[src/mmsa_pkg.sv]
// ----------------------------------------------------------------------------
// mmsa_pkg: shared types and constants for the modular multiplier
// Holds the controller state type, the command and status bundles passed
// between controller and datapath, and the default operand width.
// ----------------------------------------------------------------------------
package mmsa_pkg;

  // Width of every payload and configuration field on the ports.
  localparam int FIELD_W = 64;

  // Default number of operand bits that take part in the arithmetic.
  localparam int OPERAND_WIDTH_DEF = 64;

  typedef enum logic [1:0] {
    ST_IDLE,
    ST_REDUCE,
    ST_MULT,
    ST_HOLD
  } state_t;

  // Commands from the controller to the datapath.
  typedef struct packed {
    logic load;         // capture a new transaction's operands
    logic reduce_step;  // one restoring-division step on the multiplicand
    logic mult_step;    // one double-and-add step on the multiplier
    logic out_load;     // move the finished result into the output register
  } cmd_t;

  // Status from the datapath to the controller.
  typedef struct packed {
    logic mod_zero;     // the configured modulus is zero
  } sts_t;

endpackage

[src/mmsa_ctrl.sv]
// ----------------------------------------------------------------------------
// mmsa_ctrl: sequencer for the modular multiplier
// Walks each transaction through the reduction and multiplication phases (both
// skipped for a zero modulus), counts the steps of each phase and owns the output valid flag.
// ----------------------------------------------------------------------------
module mmsa_ctrl #(
  parameter int OPERAND_WIDTH = mmsa_pkg::OPERAND_WIDTH_DEF
) (
  input  logic           clk,
  input  logic           rst_n,
  input  logic           in_valid,
  output logic           in_stall,
  output logic           out_valid,
  input  logic           out_stall,
  input  mmsa_pkg::sts_t sts,
  output mmsa_pkg::cmd_t cmd
);
  import mmsa_pkg::*;

  localparam int CW = $clog2(OPERAND_WIDTH);

  state_t        state_r, state_nxt;
  logic [CW-1:0] cnt_r, cnt_nxt;
  logic          out_valid_r, out_valid_nxt;
  logic          last;

  assign last      = (cnt_r == CW'(OPERAND_WIDTH - 1));
  assign in_stall  = (state_r != ST_IDLE);
  assign out_valid = out_valid_r;

  always_ff @(posedge clk) begin
    if (!rst_n) begin
      state_r     <= ST_IDLE;
      cnt_r       <= '0;
      out_valid_r <= 1'b0;
    end else begin
      state_r     <= state_nxt;
      cnt_r       <= cnt_nxt;
      out_valid_r <= out_valid_nxt;
    end
  end

  always_comb begin
    state_nxt     = state_r;
    cnt_nxt       = cnt_r;
    out_valid_nxt = out_valid_r && out_stall;
    cmd           = '0;
    case (state_r)
      ST_IDLE: begin
        if (in_valid) begin
          cmd.load  = 1'b1;
          cnt_nxt   = '0;
          state_nxt = sts.mod_zero ? ST_HOLD : ST_REDUCE;
        end
      end
      ST_REDUCE: begin
        cmd.reduce_step = 1'b1;
        if (last) begin
          cnt_nxt   = '0;
          state_nxt = ST_MULT;
        end else begin
          cnt_nxt = cnt_r + 1'b1;
        end
      end
      ST_MULT: begin
        cmd.mult_step = 1'b1;
        if (last) begin
          state_nxt = ST_HOLD;
        end else begin
          cnt_nxt = cnt_r + 1'b1;
        end
      end
      ST_HOLD: begin
        // Wait here until the output register is free or being emptied.
        if (!out_valid_r || !out_stall) begin
          cmd.out_load  = 1'b1;
          out_valid_nxt = 1'b1;
          state_nxt     = ST_IDLE;
        end
      end
      default: begin
        state_nxt = ST_IDLE;
      end
    endcase
  end

endmodule

[src/mmsa_dp.sv]
// ----------------------------------------------------------------------------
// mmsa_dp: datapath of the modular multiplier
// Holds the modulus, the operand shift registers, the running remainder and
// accumulator, and the output register. Each reduction step is one conditional
// subtraction and each multiplication step two, on one-bit-wider intermediates.
// ----------------------------------------------------------------------------
module mmsa_dp #(
  parameter int OPERAND_WIDTH = mmsa_pkg::OPERAND_WIDTH_DEF
) (
  input  logic                         clk,
  input  logic                         rst_n,
  input  logic                         cfg_wr_en,
  input  logic [mmsa_pkg::FIELD_W-1:0] cfg_wr_data,
  input  logic [mmsa_pkg::FIELD_W-1:0] in_multiplicand,
  input  logic [mmsa_pkg::FIELD_W-1:0] in_multiplier,
  input  mmsa_pkg::cmd_t               cmd,
  output mmsa_pkg::sts_t               sts,
  output logic [mmsa_pkg::FIELD_W-1:0] out_product,
  output logic                         out_zero_modulus_error
);
  import mmsa_pkg::*;

  localparam int W = OPERAND_WIDTH;

  logic [W-1:0]       mod_r;
  logic [W-1:0]       a_sh_r, a_sh_nxt;
  logic [W-1:0]       rem_r, rem_nxt;
  logic [W-1:0]       b_r, b_nxt;
  logic [W-1:0]       acc_r, acc_nxt;
  logic               err_r, err_nxt;
  logic [FIELD_W-1:0] product_r;
  logic               out_err_r;

  logic [W:0] div_trial, sum_acc, sum_dbl, mod_x;

  assign mod_x        = {1'b0, mod_r};
  assign sts.mod_zero = (mod_r == '0);

  // The modulus register resets to one.
  always_ff @(posedge clk) begin
    if (!rst_n) begin
      mod_r <= W'(1);
    end else if (cfg_wr_en) begin
      mod_r <= cfg_wr_data[W-1:0];
    end
  end

  always_comb begin
    a_sh_nxt  = a_sh_r;
    rem_nxt   = rem_r;
    b_nxt     = b_r;
    acc_nxt   = acc_r;
    err_nxt   = err_r;
    div_trial = {rem_r, a_sh_r[W-1]};
    sum_acc   = {1'b0, acc_r} + {1'b0, rem_r};
    sum_dbl   = {rem_r, 1'b0};
    if (cmd.load) begin
      a_sh_nxt = in_multiplicand[W-1:0];
      b_nxt    = in_multiplier[W-1:0];
      rem_nxt  = '0;
      acc_nxt  = '0;
      err_nxt  = sts.mod_zero;
    end else if (cmd.reduce_step) begin
      a_sh_nxt = {a_sh_r[W-2:0], 1'b0};
      rem_nxt  = (div_trial >= mod_x) ? W'(div_trial - mod_x) : div_trial[W-1:0];
    end else if (cmd.mult_step) begin
      b_nxt = {1'b0, b_r[W-1:1]};
      if (b_r[0]) begin
        acc_nxt = (sum_acc >= mod_x) ? W'(sum_acc - mod_x) : sum_acc[W-1:0];
      end
      rem_nxt = (sum_dbl >= mod_x) ? W'(sum_dbl - mod_x) : sum_dbl[W-1:0];
    end
  end

  always_ff @(posedge clk) begin
    a_sh_r <= a_sh_nxt;
    rem_r  <= rem_nxt;
    b_r    <= b_nxt;
    acc_r  <= acc_nxt;
    err_r  <= err_nxt;
    if (cmd.out_load) begin
      product_r <= FIELD_W'(acc_r);
      out_err_r <= err_r;
    end
  end

  assign out_product            = product_r;
  assign out_zero_modulus_error = out_err_r;

endmodule

[src/modular_multiply_shift_add.sv]
// ----------------------------------------------------------------------------
// modular_multiply_shift_add: interleaved modular multiplier
// Returns (multiplicand * multiplier) mod modulus, one result per transaction.
// ----------------------------------------------------------------------------
// Usage:
// The input channel (in_valid, in_stall, in_multiplicand, in_multiplier)
// takes one transaction whenever in_valid is high and in_stall is low. The
// result channel (out_valid, out_stall, out_product, out_zero_modulus_error)
// delivers one transaction per input in the same order.
// The modulus is written through cfg_wr_en / cfg_wr_data; the user must write it
// only while the block is idle, which the block itself does not enforce. Reset
// sets it to one. A zero modulus gives product 0 with the error flag set, and
// that transaction skips the arithmetic entirely. A result comes from the
// one-bit-per-cycle restoring reduction of the multiplicand, then one
// double-and-add step per multiplier bit, then the hold state that loads the
// output register; the next transaction is taken once the sequencer is idle
// again. With a zero modulus the transaction goes from acceptance straight to
// the hold state.
// One transaction is in flight at a time; in_stall is high from acceptance
// until the result enters the output register. A stalled result holds in
// the output register while the next transaction is already accepted and
// computed; that one then waits until the output register is taken.
// Reset (rst_n low, synchronous) empties the block and restores the modulus.
// ----------------------------------------------------------------------------
module modular_multiply_shift_add #(
  parameter int OPERAND_WIDTH = mmsa_pkg::OPERAND_WIDTH_DEF
) (
  input  logic                         clk,
  input  logic                         rst_n,
  input  logic                         cfg_wr_en,
  input  logic [mmsa_pkg::FIELD_W-1:0] cfg_wr_data,
  input  logic                         in_valid,
  output logic                         in_stall,
  input  logic [mmsa_pkg::FIELD_W-1:0] in_multiplicand,
  input  logic [mmsa_pkg::FIELD_W-1:0] in_multiplier,
  output logic                         out_valid,
  input  logic                         out_stall,
  output logic [mmsa_pkg::FIELD_W-1:0] out_product,
  output logic                         out_zero_modulus_error
);
  import mmsa_pkg::*;

  // Command and status bundles between the sequencer and the datapath.
  cmd_t cmd;
  sts_t sts;

  // The controller sequences the phases and owns both handshake flags.
  mmsa_ctrl #(
    .OPERAND_WIDTH (OPERAND_WIDTH)
  ) u_ctrl (
    .clk       (clk),
    .rst_n     (rst_n),
    .in_valid  (in_valid),
    .in_stall  (in_stall),
    .out_valid (out_valid),
    .out_stall (out_stall),
    .sts       (sts),
    .cmd       (cmd)
  );

  // The datapath holds the modulus, the operands and the output register.
  mmsa_dp #(
    .OPERAND_WIDTH (OPERAND_WIDTH)
  ) u_dp (
    .clk                    (clk),
    .rst_n                  (rst_n),
    .cfg_wr_en              (cfg_wr_en),
    .cfg_wr_data            (cfg_wr_data),
    .in_multiplicand        (in_multiplicand),
    .in_multiplier          (in_multiplier),
    .cmd                    (cmd),
    .sts                    (sts),
    .out_product            (out_product),
    .out_zero_modulus_error (out_zero_modulus_error)
  );

`ifndef SYNTHESIS
  // An accepted transaction keeps the input side stalled in the next cycle.
  a_busy_after_accept: assert property (@(posedge clk) disable iff (!rst_n)
    (in_valid && !in_stall) |=> in_stall)
    else $error("input not stalled after an accepted transaction");

  // A flagged result always carries a zero product.
  a_error_zero_product: assert property (@(posedge clk) disable iff (!rst_n)
    (out_valid && out_zero_modulus_error) |-> (out_product == '0))
    else $error("zero-modulus result with nonzero product");

  // The sequencer never issues two datapath commands at once.
  a_single_command: assert property (@(posedge clk) disable iff (!rst_n)
    $onehot0(cmd))
    else $error("more than one datapath command in a cycle");

  // A new result is loaded only when the output register is free or draining.
  a_no_overwrite: assert property (@(posedge clk) disable iff (!rst_n)
    cmd.out_load |-> (!out_valid || !out_stall))
    else $error("output register overwritten while stalled");
`endif

endmodule

[config.mk]
export PLATFORM = sky130hd
export DESIGN_NAME = modular_multiply_shift_add
export DESIGN_NICKNAME = d
export VERILOG_FILES = /design/src/mmsa_pkg.sv /design/src/mmsa_ctrl.sv /design/src/mmsa_dp.sv /design/src/modular_multiply_shift_add.sv
export SDC_FILE = /design/constraint.sdc
export NUM_CORES = 1
export LEC_CHECK = 0
export BUFFER_PORTS_ARGS = -buffer_cell sky130_fd_sc_hd__buf_2
export CAP_MARGIN = 15
export CORE_MARGIN = 2
export CORE_UTILIZATION = 30
export CTS_CLUSTER_DIAMETER = 100
export DETAILED_ROUTE_END_ITERATION = 6
export HOLD_SLACK_MARGIN = 0.06
export PLACE_DENSITY_LB_ADDON = 0.08
export SKIP_CTS_REPAIR_TIMING = 1
export SLEW_MARGIN = 10
export SYNTH_ARGS = -nofsm -noshare
export SYNTH_HDL_FRONTEND = slang
export SYNTH_SLANG_ARGS = --single-unit
[constraint.sdc]
create_clock -name clk -period 6.6 [get_ports clk]
set_input_delay 1.32 -clock clk [delete_from_list [all_inputs] [get_ports clk]]
set_output_delay 1.32 -clock clk [all_outputs]
set_load 0.02 [all_outputs]
After elaboration in Yosys (flattened, before gate mapping)

Index checks and enable logic that the tools add are counted.

Bits in registers: 395
Bits of input ports: 197
Logic and storage cells: 73

$add $sub $neg: 5
$lt $le $gt $ge: 3
Eq/ne operators: 10
Muxes and demuxes: 28
Bitwise operators: 1
Reductions and logical operators: 15

Operator list:

| cell                                                                  | number |
|---|---|
| 64-bit two-way mux                                                    | 10 |
| 65-bit by 64-bit greater-or-equal comparator with 1-bit output        | 3 |
| 64-bit subtractor                                                     | 3 |
| 64-bit by 64-bit adder with 65-bit output                             | 1 |
| 64-bit logical NOT                                                    | 1 |
| 6-bit two-way mux                                                     | 3 |
| 6-bit case mux with 3 select lines                                    | 1 |
| 2-bit two-way mux                                                     | 5 |
| 1-bit two-way mux                                                     | 8 |
| 2-bit by 1-bit != test with 1-bit output, second input constant       | 4 |
| 2-bit case mux with 4 select lines                                    | 1 |
| 2-bit nonzero test                                                    | 4 |
| 6-bit by 1-bit adder with 6-bit output, second input constant         | 1 |
| 6-bit equality test, second input constant                            | 1 |
| 3-bit AND reduction                                                   | 2 |
| 2-bit equality test, second input constant                            | 2 |
| 2-bit != test, second input constant                                  | 2 |
| 4-bit AND reduction                                                   | 1 |
| 3-bit nonzero test                                                    | 1 |
| 2-bit by 1-bit equality test with 1-bit output, second input constant | 1 |
| 1-bit logical NOT                                                     | 2 |
| 2-bit logical NOT                                                     | 1 |
| 2-bit AND reduction                                                   | 1 |
| 1-bit logical AND                                                     | 1 |
| other kinds (2)                                                       | 2 |

Depth between registers and ports, before layout

Gate-level depths: netlist (run 1).

Word-level depth: 5
Mapped depth: 26
Gate-level depth less buffers: 23

Modules after synthesis

Synthesis (run 1) repeated with hierarchy kept, for this count alone.

Cell total of the unflattened synthesis: 3651
Area, all modules: 31460.2 um^2

By module, submodules not included:

| module    | times used | cells each | area an instance (um^2) | sequential area each (um^2) |
|---|---|---|---|---|
| mmsa_dp   | 1          | 3581       | 30832.1                 | 9669.3 |
| mmsa_ctrl | 1          | 70         | 628.1                   | 180.2 |

Worst setup path after synthesis (run 1)

Ideal clock, no wire load.

Kind: in2reg
Start point: input port out_stall
End point: register u_dp.product_r[0], in the netlist u_dp.out_product[0], enable pin
Library setup time: 587 ps
Arrival time: 6032 ps
Slack: -20 ps
Stages on the path: 1
Path buffers: 0
Cell sequence: a21boi_0

Word-level cells in the longest chain between the ends: 4

RTL lines:

| element              | RTL line                         | text |
|---|---|---|
| from (decl)          | modular_multiply_shift_add.sv:37 | `input logic out_stall,` |
| 1-bit logical NOT    | mmsa_ctrl.sv:75                  | `if (!out_valid_r \|\| !out_stall) begin` |
| 1-bit logical OR     | mmsa_ctrl.sv:75                  |  |
| 1-bit two-way mux    | mmsa_ctrl.sv:75                  |  |
| 1-bit two-way mux    | mmsa_ctrl.sv:48                  | `case (state_r)` |
| to (signal assigned) | mmsa_dp.sv:82                    | `product_r <= FIELD_W'(acc_r);` |
| to (decl)            | mmsa_dp.sv:31                    | `logic [FIELD_W-1:0] product_r;` |

No other way between the ends.
A chain may end at the register's enable or synchronous reset.

Worst setup path in the final report (run 1)

Start point: register u_dp.rem_r[9]
End point: register u_dp.acc_r[53]

Word-level cells in the longest chain between the ends: 3
Elaborated cells between the ends (all ways): 4
Those cells by class: add/sub (2); order compare (1); mux (1)

RTL lines:

| element                                                                                                    | RTL line      | text |
|---|---|---|
| from (decl)                                                                                                | mmsa_dp.sv:27 | `logic [W-1:0] rem_r, rem_nxt;` |
| from (signal assigned)                                                                                     | mmsa_dp.sv:77 | `rem_r <= rem_nxt;` |
| 64-bit by 64-bit adder with 65-bit output (*)                                                              | mmsa_dp.sv:55 | `sum_acc = {1'b0, acc_r} + {1'b0, rem_r};` |
| 64-bit subtractor / 65-bit by 64-bit greater-or-equal comparator with 1-bit output (equally long branches) | mmsa_dp.sv:69 | `acc_nxt = (sum_acc >= mod_x) ? W'(sum_acc - mod_x) : sum_acc[W-1:0];` |
| 64-bit two-way mux (*)                                                                                     | mmsa_dp.sv:69 |  |
| to (signal assigned)                                                                                       | mmsa_dp.sv:79 | `acc_r <= acc_nxt;` |
| to (decl)                                                                                                  | mmsa_dp.sv:29 | `logic [W-1:0] acc_r, acc_nxt;` |

Every way passes the cells marked *; elsewhere a longest branch is shown, timed or not.

==> results of run 1 <==
-- critical path, cell delays in order (launching register included) --
cell and delay (ps):
sky130_fd_sc_hd__dfxtp_1 360, sky130_fd_sc_hd__ha_1 410, sky130_fd_sc_hd__and3_1 320, sky130_fd_sc_hd__nand4_1 120
sky130_fd_sc_hd__or4b_1 580, sky130_fd_sc_hd__a31oi_2 280, sky130_fd_sc_hd__o21ai_2 140, sky130_fd_sc_hd__a41oi_2 230
sky130_fd_sc_hd__buf_4 200, sky130_fd_sc_hd__a41oi_2 150, sky130_fd_sc_hd__o211a_1 320, sky130_fd_sc_hd__o21ai_2 180
sky130_fd_sc_hd__a21oi_1 100, sky130_fd_sc_hd__xnor2_1 130, sky130_fd_sc_hd__ha_1 430, sky130_fd_sc_hd__nand3_4 200
sky130_fd_sc_hd__nor4b_1 360, sky130_fd_sc_hd__nand3_1 290, sky130_fd_sc_hd__nor2_2 220, sky130_fd_sc_hd__a21oi_1 90
sky130_fd_sc_hd__o211ai_1 150, sky130_fd_sc_hd__nor3b_4 80, sky130_fd_sc_hd__buf_12 150, sky130_fd_sc_hd__buf_6 200
sky130_fd_sc_hd__a2111o_1 410, sky130_fd_sc_hd__a21oi_1 130
-- placed cells by master, fill, tap and decap left out, types with 33 or more instances in the layout --
master                      instances
sky130_fd_sc_hd__o21bai_1          54
sky130_fd_sc_hd__xnor2_1          152
sky130_fd_sc_hd__nand4_1           61
sky130_fd_sc_hd__nand3_1           52
sky130_fd_sc_hd__nor3_1            69
sky130_fd_sc_hd__ha_1             197
sky130_fd_sc_hd__mux2i_1           80
sky130_fd_sc_hd__buf_2            262
sky130_fd_sc_hd__a21oi_1          440
sky130_fd_sc_hd__nand2b_1          59
sky130_fd_sc_hd__clkbuf_16         52
sky130_fd_sc_hd__o211ai_1          95
sky130_fd_sc_hd__a211oi_1          49
sky130_fd_sc_hd__dfxtp_1          200
sky130_fd_sc_hd__nand2_1          659
sky130_fd_sc_hd__buf_4             63
sky130_fd_sc_hd__inv_1            142
sky130_fd_sc_hd__o21ai_0          276
sky130_fd_sc_hd__xor2_1            81
sky130_fd_sc_hd__edfxtp_1         194
sky130_fd_sc_hd__a21o_1            84
sky130_fd_sc_hd__nor2b_1           91
sky130_fd_sc_hd__nor2_1           257
sky130_fd_sc_hd__a31oi_1           33
-- flip-flops by register name (all words and copies together), names as in the netlist --
| signal | cells |
|---|---|
| u_ctrl.cnt_r | 6 |
| u_ctrl.out_valid | 1 |
| u_ctrl.state_r | 2 |
| u_dp.a_sh_r | 64 |
| u_dp.acc_r | 64 |
| u_dp.b_r | 64 |
| u_dp.err_r | 1 |
| u_dp.mod_r | 64 |
| u_dp.out_product | 64 |
| u_dp.out_zero_modulus_error | 1 |
| u_dp.rem_r | 64 |
-- final cells by class --
class	instances	area [um^2]	share of cell area, %
multi-input cells	3166	19730	55.84
flip-flops and latches	395	9851	27.88
repair buffers	330	1881	5.323
well taps	1368	1712	4.845
clock buffers	63	1331	3.768
inverters	143	541.8	1.534
clock inverters	32	284.0	0.8039
diodes	1	2.502	0.007083
-- metrics by stage --
stage / setup slack (ps) / area [um^2]
floorplan: 1212 / 30860
global placement: -170.7 / 33580
detailed placement: -113.6 / 33580
CTS: -136.0 / 35200
global route: 14.46 / 35330
finish: 289.4 / 35330
-- path summary, 6_finish.rpt --
check / start / endpoint / slack, ps / cells past startpoint
worst max-delay path: u_dp.rem_r[9] / u_dp.acc_r[53] / 290 / 25
worst min-delay path: u_dp.err_r / u_dp.out_zero_modulus_error / 440 / 0
worst max register to register: u_dp.rem_r[9] / u_dp.acc_r[53] / 290 / 25
worst min register to register: u_dp.err_r / u_dp.out_zero_modulus_error / 440 / 0
-- cell families after synthesis --
logic type      synth area share, %
compound gates                24.88
xor+xnor                      6.612
fa+ha+maj                     8.408
buf+inv                       4.687
flops                         31.91
mux                           2.631
simple gates                  20.86
-- routing by layer --
metal	share of wire [%]	GRT usage (%)	up-vias
met5	0	0	-
met4	2.6	6.461	0
met3	6.3	3.523	162
met2	41	34.83	1023
met1	50	37.23	14462
li1	-	-	14488
==> reports/qor.log, run 1 <==
qor: synthesis.synthDominantAreaCellType sky130_fd_sc_hd__edfxtp_1
qor: clock_tree.clock-root-buffer sky130_fd_sc_hd__clkbuf_16
qor: clock_tree.cts_made_buffers 51
qor: sta.timing_worst_slew_pin_value 1085 ps
qor: worst_setup_path.crit_fanout 31
qor: route.num_vias 30135
qor: clock_tree.h-tree-depth 2
qor: synthesis.post_synth_instance_area 0.03086 mm^2
qor: worst_setup_path.cp_data_arrival_time 6870 ps
qor: floorplanning.design.core.area 0.1019 mm^2
qor: synthesis.dominant_cells_by_area_after_synthesis sky130_fd_sc_hd__edfxtp_1, sky130_fd_sc_hd__dfxtp_1, sky130_fd_sc_hd__ha_1, sky130_fd_sc_hd__nand2_1, sky130_fd_sc_hd__a21oi_1
qor: sta.finalCriticalPeriod 6311 ps
qor: clock_tree.clkLatencyLatePin 650 ps
qor: place.final_weighted_congestion_in_routability_driven_placement 0.9907
qor: worst_setup_path.cp_data_required_time 7160 ps
qor: floorplanning.ioPinCount 264
qor: route.totalWireLength 134000 um
qor: sta.maxSlewViolCount 0
qor: sta.totalNegativeSetupSlack 0 ps
qor: sta.period_share 95.62%
qor: synthesis.synth.yosys.seq_area_share 31.91%
qor: floorplanning.initial_utilization 30.29%
qor: synthesis.ys_warn_count 0
qor: route.drt_drc_violations_left 0
qor: worst_setup_path.timing.setup.critical_path_class reg2reg
qor: final_layout.nets 4489
qor: global_routing.grt_overflow_total 0
qor: clock_tree.cts_tree yes
qor: run_status.run_status finished, final reports clean
qor: floorplanning.die-area 0.1055 mm^2
qor: synthesis.synth.cells.most_frequent sky130_fd_sc_hd__nand2_1, sky130_fd_sc_hd__a21oi_1, sky130_fd_sc_hd__o21ai_0
qor: sta.unrepaired_setup_endpoints_after_global_routing no
qor: synthesis.post-synth-top-count-cell sky130_fd_sc_hd__nand2_1
qor: sta.setup-violations-final 0
qor: synthesis.netlist_instances 3927
qor: floorplanning.fp-row-count 117
qor: clock_tree.path_clk_slew 60 ps
qor: global_routing.antenna_found_initial 1
qor: global_routing.via_count_of_the_first_global_routing_pass 28171
qor: place.io_buffers 263
qor: synthesis.netlist.area_leader.share 18.88%
qor: synthesis.postSynth.asyncResetShare 0%
qor: route.detail_route.iter0.violations 2787
qor: route.drtPass1Iterations 6
qor: global_routing.largest_net_degree_at_the_start_of_global_routing 153
qor: sta.count_of_final_hold_check_violations 0
qor: synthesis.synth_edf_count 194
qor: final_layout.fill_cells 10931
qor: job.cap_viol_max_count 0
qor: final_layout.area_growth 14.47%
qor: sta.fmax 158.5 MHz
qor: clock_tree.numClockSinks 395
qor: sta.worst_slew_margin_rel 26.99%
qor: synthesis.syn_nets 4329
qor: place.hpwl 107200 um
qor: route.antenna_left 0
qor: synthesis.syn_avg_cell_area 7.859 um^2
qor: global_routing.grt_first_pass_wirelength 192500 um
qor: synthesis.flip_flop_cell_with_the_highest_count_after_synthesis sky130_fd_sc_hd__dfxtp_1
qor: global_routing.globalRouteTotalUtil 24.26%
qor: route.routed_via_density 5.481
qor: final_layout.layoutNonFillerInstCount 5498
qor: synthesis.yosysUniqueCellTypes 87
qor: sta.worst_clock_skew 33.58 ps
qor: sta.hold_ws 435.3 ps
qor: floorplanning.die-width 324.7 um
qor: final_layout.final_core_utilization 34.67%
qor: synthesis.ys_ff_latch 395
qor: final_layout.drive_gt1_share 11.33%
qor: place.numPlacedInstances 5398
qor: worst_hold_path.min_path_type reg2reg
qor: worst_setup_path.category_of_the_worst_setup_path_capture_point flip-flop
qor: clock_tree.ctsLongestPathBuffers 3
qor: worst_setup_path.critical_path_source_type flip-flop
qor: route.mean_routed_wirelength_per_cell 24.38 um
qor: floorplanning.die_y 324.7 um
Power of run 1 is not shown: default switching activity piles up to over one toggle a cycle in this logic, so the estimate is an artifact.
==> run 2: changes to the inputs <==
Settings changed: CTS_BUF_LIST from default to sky130_fd_sc_hd__clkbuf_8.
==> reports/qor.log, run 2 (synthesis gave the netlist of run 1 again) <==
qor: sta.finalCriticalPeriod 6310 ps
qor: floorplanning.design.core.area 0.1019 mm^2
qor: global_routing.antenna_found_initial 3
qor: floorplanning.die-width 324.7 um
qor: global_routing.via_count_of_the_first_global_routing_pass 28453
qor: route.drt_drc_violations_left 1
qor: route.drtPass1Iterations 7
qor: floorplanning.fp-row-count 117
qor: final_layout.fill_cells 10952
qor: clock_tree.numClockSinks 395
qor: run_status.run_status finished, violations left
qor: route.antenna_left 0
qor: final_layout.commonest_non_fill_non_tap_cell_in_the_layout sky130_fd_sc_hd__nand2_1
qor: clock_tree.cts_tree yes
qor: floorplanning.die_y 324.7 um
qor: clock_tree.clkLatencyLatePin 760 ps
qor: sta.setup-violations-final 0
qor: worst_setup_path.category_of_the_worst_setup_path_capture_point flip-flop
qor: final_layout.area_growth 15.05%
qor: place.final_weighted_congestion_in_routability_driven_placement 0.9907
qor: final_layout.finish.instance_area 0.03551 mm^2
qor: clock_tree.cts_made_buffers 83
qor: route.detail_route.iter0.violations 2956
qor: global_routing.grt_first_pass_wirelength 193700 um
qor: route.mean_routed_wirelength_per_cell 24.23 um
qor: worst_setup_path.crit_fanout 31
qor: final_layout.final_core_utilization 34.85%
qor: route.routed_via_density 5.457
qor: sta.period_share 95.61%
qor: sta.maxSlewViolCount 0
qor: floorplanning.ioPinCount 264
qor: clock_tree.clock-root-buffer sky130_fd_sc_hd__clkbuf_8
qor: sta.fmax 158.5 MHz
qor: worst_setup_path.critical_path_source_type flip-flop
qor: job.cap_viol_max_count 0
qor: worst_setup_path.timing.setup.critical_path_class reg2reg
qor: final_layout.drive_gt1_share 12.34%
qor: global_routing.grt_overflow_total 0
qor: route.totalWireLength 134700 um
qor: sta.worst_slew_margin_rel 25.40%
qor: clock_tree.path_clk_slew 60 ps
qor: place.post_dp_cell_area 0.03358 mm^2
qor: place.hpwl 107200 um
qor: global_routing.largest_net_degree_at_the_start_of_global_routing 153
qor: clock_tree.h-tree-depth 3
qor: route.num_vias 30351
qor: final_layout.layout.cells.most_common_list sky130_fd_sc_hd__nand2_1, sky130_fd_sc_hd__a21oi_1, sky130_fd_sc_hd__o21ai_0
qor: worst_setup_path.cp_data_required_time 7250 ps
qor: worst_setup_path.cp_data_arrival_time 6960 ps
qor: clock_tree.ctsLongestPathBuffers 3
qor: place.io_buffers 263
qor: sta.count_of_final_hold_check_violations 0
qor: run_status.failed_checks design-rule violations
qor: global_routing.globalRouteTotalUtil 24.48%
qor: final_layout.nets 4522
qor: sta.worst_clock_skew 49.14 ps
qor: floorplanning.die-area 0.1055 mm^2
qor: worst_hold_path.min_path_type reg2reg
qor: sta.timing_worst_slew_pin_value 1110 ps
qor: floorplanning.initial_utilization 30.29%
## run 2: cell count changes in the layout (fill, tap and decap cells not counted), moves of 2 or more
| cell | before | now |
|---|---|---|
| sky130_fd_sc_hd__inv_8 | 0 | 2 |
| sky130_fd_sc_hd__clkinv_2 | 8 | 5 |
| sky130_fd_sc_hd__clkinvlp_4 | 6 | 2 |
| sky130_fd_sc_hd__clkbuf_8 | 1 | 103 |
| sky130_fd_sc_hd__clkbuf_16 | 52 | 1 |
| sky130_fd_sc_hd__diode_2 | 1 | 5 |
| sky130_fd_sc_hd__inv_1 | 142 | 165 |
| sky130_fd_sc_hd__clkbuf_1 | 11 | 0 |
## run 2: path summary, 6_finish.rpt
kind | start | end | slack, ps | cells past startpoint
min reg2reg | u_dp.err_r | u_dp.out_zero_modulus_error | 450 | 0
max reg2reg | u_dp.rem_r[0] | u_dp.acc_r[53] | 290 | 23
min | u_dp.err_r | u_dp.out_zero_modulus_error | 450 | 0
max | u_dp.rem_r[0] | u_dp.acc_r[53] | 290 | 23
## run 2: area by class of cell
type | instances | area (um^2) | area share, %
Multi-Input combinational cell | 3166 | 19730 | 55.57
Sequential cell | 395 | 9851 | 27.74
Timing Repair Buffer | 331 | 1888 | 5.317
Tap cell | 1368 | 1712 | 4.820
Clock buffer | 103 | 1418 | 3.992
Inverter | 143 | 541.8 | 1.526
Clock inverter | 51 | 352.8 | 0.9937
Antenna cell | 5 | 12.51 | 0.03524
## run 2: stage by stage
stage / setup WS (ps) / setup TNS [ps] / std cells / hold WS [ps]
finish: 290.0 / 0 / 5562 / 451.6
global route: -10.23 / -10.23 / 5561 / 433.5
CTS: -169.6 / -1950 / 5552 / 441.4
detailed placement: -113.6 / -545.6 / 5398 / 426.2
global placement: -170.7 / -1712 / 5398 / 425.1
floorplan: 1212 / 0 / 3927 / 400.3
## run 2: worst max-delay path, cell delays in order, from the launching register on
cell and delay (ps):
sky130_fd_sc_hd__dfxtp_1 360, sky130_fd_sc_hd__ha_1 240, sky130_fd_sc_hd__fa_1 450, sky130_fd_sc_hd__a211oi_2 300, sky130_fd_sc_hd__o21ai_2 150, sky130_fd_sc_hd__a41o_1 340, sky130_fd_sc_hd__a31o_2 320, sky130_fd_sc_hd__a21oi_2 310
sky130_fd_sc_hd__or2_2 200, sky130_fd_sc_hd__o31ai_2 100, sky130_fd_sc_hd__a41oi_1 250, sky130_fd_sc_hd__xnor2_1 160, sky130_fd_sc_hd__ha_1 480, sky130_fd_sc_hd__nand3_1 230, sky130_fd_sc_hd__nor3_2 270, sky130_fd_sc_hd__nand2_1 90
sky130_fd_sc_hd__or4_1 390, sky130_fd_sc_hd__o21bai_2 230, sky130_fd_sc_hd__a211oi_2 330, sky130_fd_sc_hd__nor3b_4 90, sky130_fd_sc_hd__buf_12 150, sky130_fd_sc_hd__buf_6 200, sky130_fd_sc_hd__a2111o_1 420, sky130_fd_sc_hd__a21oi_1 130
## run 2: routing by layer
metal | part of all wire [%] | global-route usage (%) | vias up | wire length [um]
met4 | 2.6 | 6.924 | 0 | 3451
met5 | 0 | 0 | - | 0
li1 | - | - | 14574 | -
met1 | 50 | 37.38 | 14539 | 67260
met3 | 6.6 | 3.780 | 175 | 8893
met2 | 41 | 35.02 | 1063 | 55130
Power of run 2 is left out for the same reason.
